**config.mk**
```make
export PLATFORM = sky130hd
export DESIGN_NAME = ffa_ram
export DESIGN_NICKNAME = d
export VERILOG_FILES = /design/src/hw/rtl/ffa_ram.sv
export SDC_FILE = /design/constraint.sdc
export NUM_CORES = 1
export LEC_CHECK = 0
export BUFFER_PORTS_ARGS = -buffer_cell sky130_fd_sc_hd__buf_2
export CORE_MARGIN = 2
export CORE_UTILIZATION = 40
export DETAILED_ROUTE_END_ITERATION = 12
export PLACE_DENSITY = 0.58
export SLEW_MARGIN = 5
export SYNTH_ARGS = -nofsm -noshare
export SYNTH_HDL_FRONTEND = slang
export SYNTH_SLANG_ARGS = --single-unit
export TNS_END_PERCENT = 30
```
**constraint.sdc**
```tcl
create_clock -name clk -period 5.05 [get_ports clk]
set_input_delay 0.2525 -clock clk [delete_from_list [all_inputs] [get_ports clk]]
set_output_delay 0.2525 -clock clk [all_outputs]
set_load 0.005 [all_outputs]
```
**src/hw/rtl/ffa_ram.sv**
```systemverilog
// Generic single-write, single-read RAM with registered read data.
// No dependencies; holds the allocator's descriptor table.
module ffa_ram #(
  parameter int WIDTH = 8,
  parameter int DEPTH = 64
) (
  input  logic                     clk,
  input  logic                     we,
  input  logic [$clog2(DEPTH)-1:0] waddr,
  input  logic [WIDTH-1:0]         wdata,
  input  logic [$clog2(DEPTH)-1:0] raddr,
  output logic [WIDTH-1:0]         rdata
);

  logic [WIDTH-1:0] mem [DEPTH];

  always_ff @(posedge clk) begin
    if (we) begin
      mem[waddr] <= wdata;
    end
    rdata <= mem[raddr];
  end

endmodule

```
==> results.md <==
- Status: complete, no violations
- Rel. slew slack: 15.7%
- Crit path launch type: primary input
- First-pass GRT wire length: 66500 um
- Syn_area_per_cell: 21.5 um^2
- Area contributors post-synth: edfxtp_1, mux4_2, nor2_1
- Post-DP HPWL: about 26000 um
- Worst skew pair latency: 600 ps
- Core area: 50000 um^2
- Final Max Slew Viols: 0
- ANT cells: 0
- Maximum vdd ir drop: 216 uV
- R2r startpoint: mem[55][3]
- CTS Buf Count: 51
- Crit Path Max Fanout: 51
- Total GRT Usage: approximately 17%
- Final Hold Vio Count: 0
- Root Driver: clkbuf_16
- Clock Sinks: 520
- Routed Wire Length: about 45000 um
- Crit Path Category: in -> reg
- Critical Path RT: about 5500 ps
- Pre-CTS WS: 1940 ps
- Seq/Total Area, Yosys: 77.0%
- Final hold slack: 107 ps
- Worst-path clk slew: 60 ps
- Final min period: 2420 ps
- Via count: between 9000 and 10000
- Final core occ: 45.2%
- Reg2Reg Depth: 4
- Cell count of the worst hold path: 3
- Power per Cell Area: ~390 nW/um^2
- Clk_skew: around 13 ps
- Number of synthesized register bits: 520
- Die width: 229 um
- Synth area leader: edfxtp_1
- Worst min path class: in -> reg
- H-tree depth: 2
- Largest net degree at the start of global routing: 65
- DRC viols: 0
- TritonCTS clock tree: done
- Cts repair resizes: 0
- Unique masters post-synth: 40
- Detailed Routing Iterations Pass 1: 5
- Hold Startpoint: raddr[5]
- Die Span Y: around 230 um
- Initial antenna violation count: 1
- Synth Flop Type: edfxtp_1
- R2R Path End: rdata[3]
- Final period utilization: roughly 48%
- Nets: ~1000
- Number of synthesized flops with an enable pin: 512
- Total gr overflow: 0
- GPL Wtd Cong: approximately 0.77
- RSZ-0062 raised after global routing: no
- Cell chain of the critical path: clkbuf_8, buf_4, mux4_2, mux4_2, o21ai_0, nand2_1
- Die area: 52200 um^2
- Wire length per cell: around 26 um
- Worst slew pin tran: 1260 ps
- Reg2Reg Setup Slack: 2980 ps
- Slowest cell on the critical path: mux4_2
- Worst Hold End: rdata[2]
- Layout cell share with drive strength beyond 1: approximately a quarter
- Mapped Nets: 962
- Drt initial violations: roughly 1200
- I/O pin cnt: 30
- Vias in the first global route: 9644
- Worst Slack Setup Final: roughly 2600 ps
- Layout area overhead: 12.0%
- Cells after Synth: 940
- ANT nets after route: 0
- Max Cap Violations: 0
- Mapped cell area: 20200 um^2
- Setup TNS: 0 ps
- Final setup viols: 0
- Most instantiated library cell after synthesis: edfxtp_1
- Share of the synthesized area in the top cell type: 76.2%
- Initial core utilization: 40.4%
- Row cnt: 82
- Ys async rst share: 0%
- Clock Tree Buf Depth: 3
- YS warnings: 0
- Power after layout: 8840 uW
- LEAKAGE: 0.00695 uW
- Fmax: 414 MHz
- Post-CTS setup repair buffer count: 0
- WP data arrival: ~2900 ps
- Post-synth top cells: edfxtp_1, mux4_2, nor2_1
- Port-buffer cells: 29
- Post-cts hold buffer count: 0
- # fillers: 4163
- Crit-path max cell delay: 590 ps
- Critical Path Most Common Cell: mux4_2
- Vias per inst: 5.60
- Crit end category: flop
==> worst max-delay path, delay by kind of cell <==
kind,cells,cell delay [ps]
buffers and inverters,2,850
multiplexers,2,1120
AO/OA/AOI/OAI,1,330
AND/OR/NAND/NOR,1,170
==> sequential cells by signal, summed over array words and instances (netlist names) <==
register	cells
mem	512
rdata	8
==> how the worst max path moves through the flow <==
stage | startpoint | endpoint | slack, ps
CTS | raddr[0] | rdata[7] | 2570
floorplan | raddr[1] | rdata[3] | 3130
detailed placement | raddr[0] | rdata[7] | 1940
global route | raddr[0] | rdata[7] | 2430
global placement | raddr[0] | rdata[7] | 1910
finish | raddr[0] | rdata[7] | 2630
==> layout by cell type (no fill, tap or decap), types with 3 or more instances in the layout <==
master / synthesis / routed
a22oi_1: 3 / 3
clkbuf_16: 0 / 53
edfxtp_1: 512 / 512
mux4_2: 126 / 126
clkinv_1: 0 / 13
clkbuf_1: 17 / 11
mux2_2: 13 / 13
buf_2: 11 / 26
a211oi_1: 4 / 4
nor3_1: 7 / 7
o221ai_1: 8 / 8
nor2_1: 83 / 83
dfxtp_1: 8 / 8
mux2i_1: 23 / 23
clkinv_2: 0 / 12
a21oi_1: 3 / 3
o2111ai_1: 3 / 3
o22ai_1: 8 / 8
nor2b_1: 14 / 14
buf_4: 13 / 21
o2bb2ai_1: 3 / 3
nand2_1: 19 / 19
nand2b_1: 7 / 7
clkbuf_8: 0 / 3
a221oi_1: 6 / 6
nand3b_1: 3 / 3
nand3_1: 13 / 13
==> layout make-up <==
class                   instances  area [um^2]  area share (%)
well taps                     672          841            3.72
multi-input cells             369         4320            19.1
clock inverters                28          176           0.781
repair buffers                 49          322            1.42
clock buffers                  66         1400            6.18
flip-flops and latches        520        15500            68.8
==> routing by layer <==
layer	global-route usage (%)	vias to the layer above	wire, um
met3	2.86	80	2780
met2	26.5	326	21100
li1	-	4042	-
met4	6.64	2	1420
met5	0	-	9
met1	25.3	5097	19500
==> metrics by stage <==
stage | cells | area, um^2
after floorplan | 940 | 20200
after global placement | 1610 | 21000
after detailed placement | 1610 | 21000
after CTS | 1704 | 22600
after global routing | 1704 | 22600
final | 1704 | 22600
==> cell families (layout without fill, tap and decap cells) <==
logic type      count (synthesis)  count (layout)  share of synthesized area, %
compound gates                 54              54                          2.07
buf+inv                        51             143                          1.57
flops                         520             520                          77.0
mux                           162             162                          15.9
simple gates                  153             153                          3.39
==> power by group <==
part	internal [uW]	switching [uW]	total, uW	leakage [uW]
Combinational	162	269	431	0.00150
Sequential	4780	13.0	4790	0.00467
Clock	2040	1580	3620	0.000776
Note: power is estimated with default switching activity, not from simulation.
